<file path="config.mk">
export PLATFORM = sky130hd
export DESIGN_NAME = http_body_dechunker_core
export DESIGN_NICKNAME = d
export VERILOG_FILES = /design/src/design/hbd_pkg.sv /design/src/design/hbd_chunk_parser.sv /design/src/design/http_body_dechunker_core.sv
export SDC_FILE = /design/constraint.sdc
export NUM_CORES = 1
export LEC_CHECK = 0
export BUFFER_PORTS_ARGS = -buffer_cell sky130_fd_sc_hd__buf_2
export CORE_MARGIN = 2
export CORE_UTILIZATION = 60
export CTS_BUF_LIST = sky130_fd_sc_hd__clkbuf_8 sky130_fd_sc_hd__clkbuf_16
export DETAILED_ROUTE_END_ITERATION = 6
export GPL_TIMING_DRIVEN = 0
export PLACE_DENSITY = 0.87
export SYNTH_ARGS = -nofsm -noshare
export SYNTH_HDL_FRONTEND = slang
export SYNTH_HIERARCHICAL = 1
export SYNTH_SLANG_ARGS = --single-unit
export TNS_END_PERCENT = 50
</file>
<file path="constraint.sdc">
create_clock -name clock -period 9.3 [get_ports clock]
set_input_delay 2.325 -clock clock [delete_from_list [all_inputs] [get_ports clock]]
set_output_delay 2.325 -clock clock [all_outputs]
set_load 0.02 [all_outputs]
</file>
<file path="src/design/hbd_pkg.sv">
// Shared types, codes and the hex digit decoder for the HTTP body dechunker.
// Used by hbd_chunk_parser and http_body_dechunker_core; depends on nothing.
package hbd_pkg;

   localparam int BYTE_BITS = 8;
   localparam int MODE_BITS = 2;
   localparam int REG_BITS  = 32;
   localparam int SKIP_BITS = 2;

   localparam logic [MODE_BITS-1:0] MODE_RAW     = 2'd0;
   localparam logic [MODE_BITS-1:0] MODE_LENGTH  = 2'd1;
   localparam logic [MODE_BITS-1:0] MODE_CHUNKED = 2'd2;

   localparam logic CSR_BODY_MODE      = 1'b0;
   localparam logic CSR_CONTENT_LENGTH = 1'b1;

   localparam logic [BYTE_BITS-1:0] CHAR_CR = 8'h0D;
   localparam logic [BYTE_BITS-1:0] CHAR_LF = 8'h0A;

   localparam logic [SKIP_BITS-1:0] SKIP_AFTER_DATA = 2'd2;

   typedef enum logic [2:0] {
      PH_DIGITS = 3'd0,
      PH_TEXT   = 3'd1,
      PH_CR     = 3'd2,
      PH_DATA   = 3'd3,
      PH_SKIP   = 3'd4
   } phase_type;

   typedef struct packed {
      logic       ok;
      logic [3:0] value;
   } hex_type;

   typedef struct packed {
      logic pass;
      logic done;
      logic error;
   } chunk_result_type;

   function automatic hex_type hex_decode(input logic [BYTE_BITS-1:0] b);
      hex_type h;
      h.ok    = 1'b1;
      h.value = 4'd0;
      case (b) inside
         [8'h30:8'h39]: h.value = 4'(b - 8'h30);
         [8'h41:8'h46]: h.value = 4'(b - 8'h41 + 8'd10);
         [8'h61:8'h66]: h.value = 4'(b - 8'h61 + 8'd10);
         default:       h.ok    = 1'b0;
      endcase
      return h;
   endfunction

endpackage

</file>
<file path="src/design/hbd_chunk_parser.sv">
// Chunk size line parser and chunk data counter for chunked transfer encoding.
// Depends on hbd_pkg; instantiated by http_body_dechunker_core.
module hbd_chunk_parser #(
   parameter int LEN_BITS = 32
) (
   input  logic                          clock,
   input  logic                          reset,
   input  logic                          step,
   input  logic [hbd_pkg::BYTE_BITS-1:0] in_byte,
   output hbd_pkg::chunk_result_type     result
);
   import hbd_pkg::*;

   phase_type             phase_ff, phase_in;
   logic [LEN_BITS-1:0]   remaining_ff, remaining_in;
   logic                  digit_seen_ff, digit_seen_in;
   logic [SKIP_BITS-1:0]  skip_ff, skip_in;
   logic                  error_ff, error_in;
   logic [LEN_BITS-1:0]   remaining_dec;
   hex_type               hex;

   assign hex           = hex_decode(in_byte);
   assign remaining_dec = remaining_ff - LEN_BITS'(1);

   always_comb begin
      phase_in      = phase_ff;
      remaining_in  = remaining_ff;
      digit_seen_in = digit_seen_ff;
      skip_in       = skip_ff;
      error_in      = error_ff;
      result.pass   = 1'b0;
      result.done   = 1'b0;
      if (step && !error_ff) begin
         unique case (phase_ff)
            PH_DIGITS: begin
               if (hex.ok) begin
                  if (remaining_ff[LEN_BITS-1 -: 4] != 4'd0) begin
                     error_in = 1'b1;
                  end else begin
                     remaining_in  = {remaining_ff[LEN_BITS-5:0], hex.value};
                     digit_seen_in = 1'b1;
                  end
               end else if (in_byte == CHAR_CR) begin
                  phase_in = PH_CR;
               end else begin
                  phase_in = PH_TEXT;
               end
            end
            PH_TEXT: begin
               if (in_byte == CHAR_CR) begin
                  phase_in = PH_CR;
               end
            end
            PH_CR: begin
               if (in_byte == CHAR_LF) begin
                  if (!digit_seen_ff) begin
                     error_in = 1'b1;
                  end else if (remaining_ff == '0) begin
                     result.done = 1'b1;
                  end else begin
                     phase_in = PH_DATA;
                  end
               end else if (in_byte != CHAR_CR) begin
                  phase_in = PH_TEXT;
               end
            end
            PH_DATA: begin
               result.pass  = 1'b1;
               remaining_in = remaining_dec;
               if (remaining_dec == '0) begin
                  phase_in = PH_SKIP;
                  skip_in  = SKIP_AFTER_DATA;
               end
            end
            PH_SKIP: begin
               if (skip_ff != '0) begin
                  skip_in = skip_ff - SKIP_BITS'(1);
               end
               if (skip_ff <= SKIP_BITS'(1)) begin
                  phase_in      = PH_DIGITS;
                  remaining_in  = '0;
                  digit_seen_in = 1'b0;
                  skip_in       = '0;
               end
            end
            default: begin
               phase_in      = PH_DIGITS;
               remaining_in  = '0;
               digit_seen_in = 1'b0;
               skip_in       = '0;
            end
         endcase
      end
      result.error = error_in;
   end

   always_ff @(posedge clock) begin
      if (reset) begin
         phase_ff      <= PH_DIGITS;
         remaining_ff  <= '0;
         digit_seen_ff <= 1'b0;
         skip_ff       <= '0;
         error_ff      <= 1'b0;
      end else begin
         phase_ff      <= phase_in;
         remaining_ff  <= remaining_in;
         digit_seen_ff <= digit_seen_in;
         skip_ff       <= skip_in;
         error_ff      <= error_in;
      end
   end

endmodule

</file>
<file path="src/design/http_body_dechunker_core.sv">
// HTTP body dechunker top level: mode and length registers, byte counter and
// result register. Depends on hbd_pkg and hbd_chunk_parser.
// The result word is registered and appears in the cycle after its word is accepted.
// Throughput is one word per cycle; the result register stalls input only
// while its word is held by rsp_tready low.
// Synchronous reset clears parser, counters, flags and length; mode is raw.
module http_body_dechunker_core #(
   parameter int LEN_BITS = 32
) (
   input  logic        clock,
   input  logic        reset,
   input  logic        csr_we,
   input  logic        csr_index,
   input  logic [31:0] csr_wdata,
   input  logic        req_tvalid,
   output logic        req_tready,
   input  logic [7:0]  req_tdata,   // [7:0] in_byte
   output logic        rsp_tvalid,
   input  logic        rsp_tready,
   output logic [7:0]  rsp_tdata,   // [7:0] body_byte
   output logic [2:0]  rsp_tuser    // [0] body_valid, [1] body_done, [2] size_error
);
   import hbd_pkg::*;

   logic [MODE_BITS-1:0] mode_ff;
   logic [REG_BITS-1:0]  length_ff;
   logic [REG_BITS-1:0]  received_ff, received_in;
   logic [REG_BITS-1:0]  received_inc;
   logic                 finished_ff, finished_in;
   logic                 accept;
   logic                 chunk_step;
   logic                 pass;
   chunk_result_type     chunk_result;
   logic                 rsp_valid_ff;
   logic [7:0]           rsp_data_ff;
   logic [2:0]           rsp_user_ff;

   assign req_tready   = !rsp_valid_ff || rsp_tready;
   assign accept       = req_tvalid && req_tready;
   assign received_inc = received_ff + REG_BITS'(1);

   hbd_chunk_parser #(
      .LEN_BITS(LEN_BITS)
   ) u_parser (
      .clock   (clock),
      .reset   (reset),
      .step    (chunk_step),
      .in_byte (req_tdata),
      .result  (chunk_result)
   );

   always_comb begin
      pass        = 1'b0;
      chunk_step  = 1'b0;
      finished_in = finished_ff;
      received_in = received_ff;
      if (accept && !finished_ff) begin
         unique case (mode_ff)
            MODE_LENGTH: begin
               if (received_ff >= length_ff) begin
                  finished_in = 1'b1;
               end else begin
                  pass        = 1'b1;
                  received_in = received_inc;
                  if (received_inc >= length_ff) begin
                     finished_in = 1'b1;
                  end
               end
            end
            MODE_CHUNKED: begin
               chunk_step = 1'b1;
               pass       = chunk_result.pass;
               if (chunk_result.done) begin
                  finished_in = 1'b1;
               end
            end
            default: begin
               pass = 1'b1;
            end
         endcase
      end
   end

   always_ff @(posedge clock) begin
      if (reset) begin
         mode_ff     <= MODE_RAW;
         length_ff   <= '0;
         received_ff <= '0;
         finished_ff <= 1'b0;
      end else begin
         if (csr_we) begin
            unique case (csr_index)
               CSR_BODY_MODE:      mode_ff   <= csr_wdata[MODE_BITS-1:0];
               CSR_CONTENT_LENGTH: length_ff <= csr_wdata;
               default:            mode_ff   <= mode_ff;
            endcase
         end
         received_ff <= received_in;
         finished_ff <= finished_in;
      end
   end

   always_ff @(posedge clock) begin
      if (reset) begin
         rsp_valid_ff <= 1'b0;
      end else if (accept) begin
         rsp_valid_ff <= 1'b1;
      end else if (rsp_tready) begin
         rsp_valid_ff <= 1'b0;
      end
   end

   always_ff @(posedge clock) begin
      if (accept) begin
         rsp_data_ff <= pass ? req_tdata : 8'd0;
         rsp_user_ff <= {chunk_result.error, finished_in, pass};
      end
   end

   assign rsp_tvalid = rsp_valid_ff;
   assign rsp_tdata  = rsp_data_ff;
   assign rsp_tuser  = rsp_user_ff;

endmodule

</file>
==> Yosys cells after proc, flatten, opt, wreduce, memory -nomap -nowiden <==
Index checks and enable logic that the tools add are counted.
{ "op_classes": {"mux": 52, "magnitude_cmp": 9, "n_eq_ne": 19, "addsub": 8, "n_reduce_logical": 26, "bitwise": 5} }
{ "op_table": {"columns": ["op", "n"], "rows": [
  ["32-bit case mux with 4 select lines", 1],
  ["32-bit 2-to-1 mux", 3],
  ["32-bit >= comparator", 2],
  ["32-bit zero test", 2],
  ["32-bit by 1-bit adder with 32-bit output, second input constant", 1],
  ["32-bit by 1-bit subtractor with 32-bit output, second input constant", 1],
  ["1-bit 2-to-1 mux", 26],
  ["3-bit 2-to-1 mux", 8],
  ["8-bit by 4-bit equality test with 1-bit output, second input constant", 2],
  ["8-bit by 7-bit >= comparator with 1-bit output, second input constant", 2],
  ["8-bit by 7-bit less-or-equal comparator with 1-bit output, second input constant", 2],
  ["3-bit case mux with 5 select lines", 1],
  ["4-bit 2-to-1 mux", 3],
  ["4-bit by 1-bit subtractor with 4-bit output, second input constant", 3],
  ["2-bit 2-to-1 mux", 5],
  ["5-bit AND reduction", 2],
  ["4-bit adder, second input constant", 2],
  ["8-bit by 6-bit >= comparator with 1-bit output, second input constant", 1],
  ["8-bit by 6-bit less-or-equal comparator with 1-bit output, second input constant", 1],
  ["2-bit by 1-bit inequality test with 1-bit output, second input constant", 4],
  ["8-bit by 4-bit inequality test with 1-bit output, second input constant", 1],
  ["8-bit AND reduction", 1],
  ["3-bit by 2-bit equality test with 1-bit output, second input constant", 2],
  ["1-bit logical AND", 6],
  ["24 further kinds", 37]
]} }
{ "word_totals": {"inputBits": 46, "wordCells": 131, "reg_bits": 118, "out_inout_bits": 13} }

==> Depth between registers and ports, before layout <==
Gate-level depths: netlist (run 1).
{ "logic_depth": {"depth_word": 10, "mapped_depth": 15, "ltp_nobuf": 15} }

==> By module <==
The synthesis (run 1) kept the hierarchy.
{ "by_module_without_submodules": {"columns": ["mod", "cells_per_inst", "instances", "area_per_inst_um2", "seq_area_each_um2"], "rows": [
  ["http_body_dechunker_core", 608, 1, 5137.4, 1691.6],
  ["hbd_chunk_parser", 421, 1, 3088.0, 780.7]
]} }

==> Least setup slack after synthesis (run 1) <==
No wires, ideal clock.
{ "synth_timing": {"path_kind": "input to output", "start": "input rsp_tready", "end": "output req_tready", "stages": 2, "arrival_time_ns": 2.663, "path_slack_ns": 4.312, "t_required_ns": 6.975, "cell_sequence": "nor2b_1 inv_1"} }
{ "synth_via": {"elab_chain_cells": 1} }
{ "synth_rtl": {"columns": ["element", "line_no", "source"], "rows": [
  ["from (decl)", "http_body_dechunker_core.sv:19", "input logic rsp_tready,"],
  ["1-bit logical OR", "http_body_dechunker_core.sv:38", "assign req_tready = !rsp_valid_ff || rsp_tready;"],
  ["to (decl)", "http_body_dechunker_core.sv:16", "output logic req_tready,"]
]} }
No other way between the ends.

==> Final worst setup path (run 1) <==
Ends and elaborated chain as after synthesis.

==> results of run 1 <==
-- how the worst min path moves through the flow --
stage	depth (start not counted)	startpoint	to	slack, ps
floorplan	2	length_ff[10]$_SDFFE_PP0P_	length_ff[10]$_SDFFE_PP0P_	430
global placement	2	length_ff[1]$_SDFFE_PP0P_	length_ff[1]$_SDFFE_PP0P_	440
detailed placement	2	length_ff[1]$_SDFFE_PP0P_	length_ff[1]$_SDFFE_PP0P_	450
CTS	2	length_ff[1]$_SDFFE_PP0P_	length_ff[1]$_SDFFE_PP0P_	450
global route	2	length_ff[30]$_SDFFE_PP0P_	length_ff[30]$_SDFFE_PP0P_	470
finish	2	length_ff[2]$_SDFFE_PP0P_	length_ff[2]$_SDFFE_PP0P_	450
-- synth_stat cells (10+ instances only) --
| cell type | number | area [um^2] |
|---|---|---|
| o21ai_0 | 56 | 280 |
| xor2_1 | 10 | 87.6 |
| nand2_1 | 135 | 507 |
| inv_1 | 53 | 199 |
| a22oi_1 | 17 | 128 |
| nor4_1 | 12 | 75.1 |
| nor3_1 | 27 | 135 |
| or4_1 | 14 | 105 |
| ha_1 | 74 | 926 |
| nor2_1 | 69 | 259 |
| nand3_1 | 25 | 125 |
| a21oi_1 | 95 | 475 |
| nor2b_1 | 15 | 93.8 |
| or3_1 | 27 | 169 |
| xnor2_1 | 35 | 307 |
| dfxtp_1 | 107 | 2140 |
| a211oi_1 | 11 | 82.6 |
| clkbuf_1 | 44 | 165 |
| edfxtp_1 | 11 | 330 |
| o31ai_1 | 11 | 82.6 |
| nand4_1 | 17 | 106 |
-- layout make-up --
cell class                 instances  area (um^2)
inverter                          53          199
sequential                       118         2470
multi-input combinational        799         5260
clock buffer                      23          508
buffer                            59          295
tap                              176          220
fill                            1043         3980
timing repair buffer              57          285
clock inverter                     9         73.8
-- metrics by stage --
step / hold slack, ps / std cells / setup slack, ps
after CTS: 453 / 1294 / 3940
after global placement: 443 / 1262 / 3820
after floorplan: 434 / 1029 / 4310
final: 453 / 1294 / 3930
after global routing: 468 / 1294 / 3880
after detailed placement: 446 / 1262 / 3840
-- power by group through the flow --
| stage | Sequential (W) | Combinational, W | Clock (W) |
|---|---|---|---|
| 2_1_floorplan | 0.000545 | 0.0000729 | 0 |
| 3_3_place_gp | 0.000541 | 0.000115 | 0 |
| 5_1_grt | 0.000532 | 0.000131 | 0.000666 |
| 3_5_place_dp | 0.000541 | 0.000117 | 0 |
| 4_1_cts | 0.000531 | 0.000118 | 0.000641 |
| 6_report | 0.000531 | 0.000119 | 0.000636 |
-- layout by cell type, fill, tap and decap left out, drive strengths merged, types with 4 or more instances in the layout --
| cell type | instances |
|---|---|
| a221oi | 7 |
| and4 | 5 |
| mux2i | 4 |
| xnor2 | 35 |
| inv | 54 |
| or4 | 17 |
| buf | 70 |
| a31oi | 5 |
| a2111oi | 6 |
| or2 | 5 |
| a21o | 7 |
| clkbuf | 69 |
| nor2b | 15 |
| a21oi | 97 |
| clkinv | 5 |
| and3 | 10 |
| nor2 | 70 |
| and2 | 8 |
| nor3 | 29 |
| ha | 74 |
| or3 | 27 |
| o31ai | 11 |
| a32o | 7 |
| nor4b | 6 |
| edfxtp | 11 |
| dfxtp | 107 |
| o21ai | 60 |
| nand4 | 20 |
| a22oi | 17 |
| nand3b | 4 |
| nor4 | 13 |
| nand2b | 4 |
| o211ai | 4 |
| nand2 | 138 |
| nor3b | 4 |
| a211oi | 12 |
| xor2 | 10 |
| nand3 | 26 |
-- tightest hold or removal path: cells and delay by family (launching register included) --
kind | cells | cell delay, ps
AO/OA/AOI/OAI | 1 | 50
flip-flops | 1 | 300
AND/OR/NAND/NOR | 1 | 50
-- layer usage --
metal  GRT usage, %  vias up  share of wire, %
met4           13.4        0               3.4
met1           36.7     3781                41
li1               -     3901                 -
met2           49.9      437                48
met5              0        -                 0
met3           7.19       72               8.0
-- state kept, by name, summed over array words and instances (netlist names) --
| signal | flops |
|---|---|
| u_parser/skip_ff | 2 |
| mode_ff | 2 |
| u_parser/remaining_ff | 32 |
| rsp_tvalid | 1 |
| received_ff | 32 |
| u_parser/phase_ff | 3 |
| u_parser/digit_seen_ff | 1 |
| length_ff | 32 |
| rsp_tuser | 3 |
| finished_ff | 1 |
| rsp_tdata | 8 |
| u_parser/error_ff | 1 |
-- cells by family (layout without fill, tap and decap cells) --
group / count (synthesis) / after routing / synth area share, %
flip-flops: 118 / 118 / 30.1
XOR/XNOR: 45 / 45 / 4.79
AO/OA/AOI/OAI: 269 / 269 / 21.2
buffers and inverters: 112 / 201 / 6.01
multiplexers: 5 / 5 / 0.624
adder cells (fa/ha/maj): 74 / 74 / 11.3
AND/OR/NAND/NOR: 406 / 406 / 26.0
==> flow_summary.json, run 1 <==
{
  "status": "finished clean",
  "cp_num_cells": 4,
  "wl_per_cell_um": 17.0,
  "pin_count": 59,
  "cts_sinks": 118,
  "cts_tree": "done",
  "final_nets": 1225,
  "synth_edf_count": 11,
  "die_area_um2": 14700,
  "syn_to_final_growth_pct": 13.2,
  "worstRegToRegCells": 11,
  "async_flop_share_pct": 0,
  "start_util_pct": 61.9,
  "ctsResizeCount": 0,
  "critPathMaxFanout": 4,
  "min-delay-path-class": "flop to flop",
  "powerDensity_nw_per_um2": 138,
  "cap_violations": 0,
  "grt_max_degree": 17,
  "hold_buffers": 0,
  "cts_root_buf": "clkbuf_16",
  "yosys_warnings": 6,
  "setup.worst_path.start": "rsp_tready",
  "ir_drop_mv": 0.160,
  "grt_setup_unrepaired": "false",
  "cts_buffer_depth": 2,
  "slew_violations": 0,
  "finalClockSkew_ps": 8.66,
  "die_h_um": 121,
  "ys_ff_latch": 118,
  "period_minus_slack_ps": 5370,
  "grt.total_usage_pct": 30.0,
  "synth_area_um2": 8230,
  "cp.arrival_ps": 3040,
  "switching_share_pct": 24.2,
  "cts_made_buffers": 17,
  "h-tree-depth": 4,
  "avgSynthCellArea_um2": 7.99,
  "dr.pass1.iters": 5,
  "drtIter0Drc": 845,
  "rows": 42,
  "wl_um": 22000,
  "fin_area_um2": 9310,
  "diodes": 0,
  "post_cts_buffers": 0,
  "p_int_w": 0.000974,
  "slew_headroom_pct": 24.6,
  "hold_viol": 0,
  "leakage_nw": 3.74,
  "cp_data_required_time_ps": 6980,
  "seq_power_share_pct": 41.3,
  "drive_gt1_share_pct": 12.9,
  "worstPathBufferInverterCount": 3,
  "path_class": "primary input to output port",
  "ys_seq_area_share_pct": 30.1,
  "power_w": 0.00129,
  "vias": 8191,
  "crit_end": "req_tready",
  "ys_types": 97,
  "worst_slew_pin_slew_ps": 1100,
  "ant_nets": 0,
  "drc": 0,
  "crit_chain": "buf_2, nor2b_1, inv_1, buf_2",
  "fp.coreArea_um2": 13300,
  "fin_crit_sh_pct": 57.7,
  "antenna_found_initial": 0,
  "syn_nets": 1149,
  "post-dp-hpwl_um": 16000,
  "syn_inst": 1029,
  "worstReg2RegEnd": "u_parser/phase_ff[0]$_SDFFE_PP0P_",
  "clkPwrFrac_pct": 49.4,
  "p_comb_share_pct": 9.3,
  "cpPeakStageDelay_ps": 350,
  "routabilityCongestion": 0.994,
  "switchingPower_w": 0.000312,
  "grt_pass1_wl_um": 35200,
  "worstSetupStartpointType": "primary input",
  "clk-insertion-delay-late_ps": 420,
  "grt_overflow_total": 0,
  "io_buffers": 57,
  "fmax_mhz": 186,
  "clk_pin_slew_ps": 50,
  "setup_violations": 0,
  "fin_tns_setup_ps": 0,
  "drt-vias-per-instance": 6.33,
  "grt_pass1_vias": 7435,
  "critPathTopFamily": "buffers and inverters",
  "die_w_um": 121,
  "r2r_setup_slack_ps": 5400,
  "dpl_cell_area_um2": 8730,
  "crit_top_cell": "buf_2",
  "cp-end-kind": "output port",
  "slowest_stage": "nor2b_1",
  "yosys_most_used_dff": "dfxtp_1",
  "utilization_pct": 70.0,
  "timing.rr.start": "u_parser/remaining_ff[1]$_SDFFE_PP0P_"
}
Note: power is estimated with default switching activity, not from simulation.
==> inputs of run 2 (changes only) <==
Settings changed: ABC_AREA set to 1.
Clock period 9.3 ns to 5.4 ns, I/O delays scaled along.
==> flow_summary.json, run 2 <==
{
  "min-delay-path-class": "flop to flop",
  "clk-insertion-delay-late_ps": 430,
  "syn_inst": 1252,
  "grt_overflow_total": 0,
  "yosysTopAreaCell": "dfxtp_1",
  "die_area_um2": 15300,
  "synth_common_cells": "nand2_1 (253), inv_1 (170), nor2_1 (127), a21oi_1 (119), dfxtp_1 (107)",
  "io_buffers": 58,
  "ant_nets": 0,
  "post_cts_buffers": 0,
  "diodes": 0,
  "cts_sinks": 118,
  "pin_count": 59,
  "timing.rr.start": "received_ff[0]$_SDFFE_PP0P_",
  "place_ws_ps": 1830,
  "path_class": "flop to flop",
  "ys_seq_area_share_pct": 28.7,
  "clk_pin_slew_ps": 60,
  "final_nets": 1449,
  "grt_pass1_vias": 8135,
  "dr.pass1.iters": 5,
  "async_flop_share_pct": 0,
  "hold_buffers": 0,
  "reg_top3": "length_ff: 32 flops, received_ff: 32 flops, u_parser/remaining_ff: 32 flops",
  "die_h_um": 124,
  "layout_commonest_cell": "nand2_1",
  "leakage_nw": 4.62,
  "fmax_mhz": 278,
  "die_w_um": 124,
  "ir_drop_mv": 0.210,
  "synth.most_common_cell": "nand2_1",
  "syn_nets": 1372,
  "fin_crit_sh_pct": 66.5,
  "hold_start": "u_parser/digit_seen_ff$_SDFFE_PP0P_",
  "finalWorstSetupSlack_ps": 1810,
  "yosys_most_used_dff": "dfxtp_1",
  "r2r_setup_slack_ps": 1810,
  "worstSetupStartpointType": "flop",
  "worstReg2RegEnd": "rsp_tuser[1]$_DFFE_PP_",
  "grt_pass1_wl_um": 37900,
  "drive_gt1_share_pct": 14.3,
  "yosys_warnings": 6,
  "post-dp-hpwl_um": 17600,
  "period_minus_slack_ps": 3590,
  "cp-end-kind": "flop",
  "h-tree-depth": 4,
  "cts_buffer_depth": 2,
  "worstRegToRegCells": 20,
  "finalClockSkew_ps": 11.9,
  "cts_made_buffers": 17,
  "fin_tns_setup_ps": 0,
  "avgSynthCellArea_um2": 6.87,
  "wl_um": 23300,
  "cp.arrival_ps": 3760,
  "routabilityCongestion": 0.971,
  "cts_root_buf": "clkbuf_16",
  "min_to": "u_parser/digit_seen_ff$_SDFFE_PP0P_",
  "vias": 8695,
  "grt.total_usage_pct": 31.6,
  "yosysTopAreaCellShare_pct": 24.9,
  "min_delay_path_depth": 2,
  "setup_violations": 0,
  "powerDensity_nw_per_um2": 263,
  "drtIter0Drc": 654,
  "grt_max_degree": 17,
  "worst_slew_pin_slew_ps": 618,
  "ctsResizeCount": 0,
  "slew_headroom_pct": 58.8,
  "hold_viol": 0,
  "wl_per_cell_um": 15.3,
  "fp.coreArea_um2": 13900,
  "ys_types": 46,
  "ys_ff_latch": 118,
  "synth_edf_count": 11,
  "slew_violations": 0,
  "whs_ps": 479,
  "grt_setup_unrepaired": "false",
  "cap_violations": 0,
  "synth.area.top_cells": "dfxtp_1 (25%), nand2_1 (11%), ha_1 (11%)",
  "start_util_pct": 61.7,
  "rows": 43,
  "antenna_found_initial": 0,
  "critPathMaxFanout": 5,
  "status": "finished clean",
  "cts_tree": "done",
  "drc": 0,
  "syn_to_final_growth_pct": 12.6,
  "synth_area_um2": 8600,
  "mostFrequentLayoutCells": "nand2_1 (253), inv_1 (171), nor2_1 (127)",
  "drt-vias-per-instance": 5.72,
  "cp_data_required_time_ps": 5570
}
-- run 2: cell types whose count changed after synthesis, sizes merged, moves of 19 or more --
cell / before / now
a21oi: 97 / 135
clkbuf: 46 / 19
inv: 53 / 181
nand2: 138 / 270
nor2: 70 / 148
o21ai: 60 / 117
or3: 27 / 1
xnor2: 35 / 4
xor2: 10 / 29
-- run 2: worst max path at each step --
| stage | startpoint | end | slack (ps) | cells after the start |
|---|---|---|---|---|
| 2_1_floorplan | rsp_tready | u_parser/remaining_ff[10]$_SDFFE_PP0P_ | 2260 | 15 |
| 3_3_place_gp | received_ff[0]$_SDFFE_PP0P_ | rsp_tuser[1]$_DFFE_PP_ | 1830 | 20 |
| 3_5_place_dp | received_ff[0]$_SDFFE_PP0P_ | rsp_tuser[1]$_DFFE_PP_ | 1830 | 20 |
| 4_1_cts | received_ff[0]$_SDFFE_PP0P_ | rsp_tuser[1]$_DFFE_PP_ | 1800 | 20 |
| 5_1_grt | received_ff[0]$_SDFFE_PP0P_ | rsp_tuser[1]$_DFFE_PP_ | 1510 | 20 |
| 6_report | received_ff[0]$_SDFFE_PP0P_ | rsp_tuser[1]$_DFFE_PP_ | 1810 | 20 |
-- run 2: logic make-up (layout without fill, tap and decap cells) --
group                      count (synthesis)  count (layout)  synth area share [%]
and+or+nand+nor                          528             528                  28.7
AOI/OAI and AO/OA                        282             282                  18.0
adders and majority gates                 74              74                  10.8
DFF                                      118             118                  28.7
buffers and inverters                    217             306                  10.3
xor gates and xnor gates                  33              33                  3.54
-- run 2: critical path, stage by stage (launching register included) --
cell and delay [ps]:
dfxtp_1 410, ha_1 260, inv_1 110, nor3_4 250, nand2_1 90, nor2_1 270, nand4_1 190, nor2_1 150
xor2_1 260, inv_1 70, ha_1 290, nand2_1 60, o21ai_0 100, nor2_1 120, nand2_1 110, a21oi_1 250
nand2_1 100, nand2_1 70, nand2_1 40, nand2_1 80, nand2_1 70
-- run 2: through the flow --
step	total power [W]	utilization, %	instance area [um^2]	std cells
2_1_floorplan	0.00134	-	8600	1252
3_3_place_gp	0.00146	65.4	9120	1490
3_5_place_dp	0.00148	65.4	9120	1490
4_1_cts	0.00255	69.5	9680	1521
5_1_grt	0.00267	69.5	9680	1521
6_report	0.00255	69.5	9680	1521
-- run 2: routing by layer --
metal,vias to the layer above,GRT usage (%),share of wire [%]
li1,4275,-,-
met1,3992,39.9,43
met2,372,52.1,46
met3,56,7.01,8.1
met4,0,13.2,2.9
met5,-,0,0
-- run 2: area by class of cell --
type,instances,area [um^2]
clock inverter,8,46.3
tap,180,225
timing repair buffer,58,290
sequential,118,2470
inverter,181,679
fill,1198,4250
clock buffer,23,519
buffer,36,208
multi-input combinational,917,5240
-- run 2: power breakdown --
part,switching [W],internal (W)
logic,0.000346,0.000179
registers,0.0000275,0.000925
clock network,0.000406,0.000666
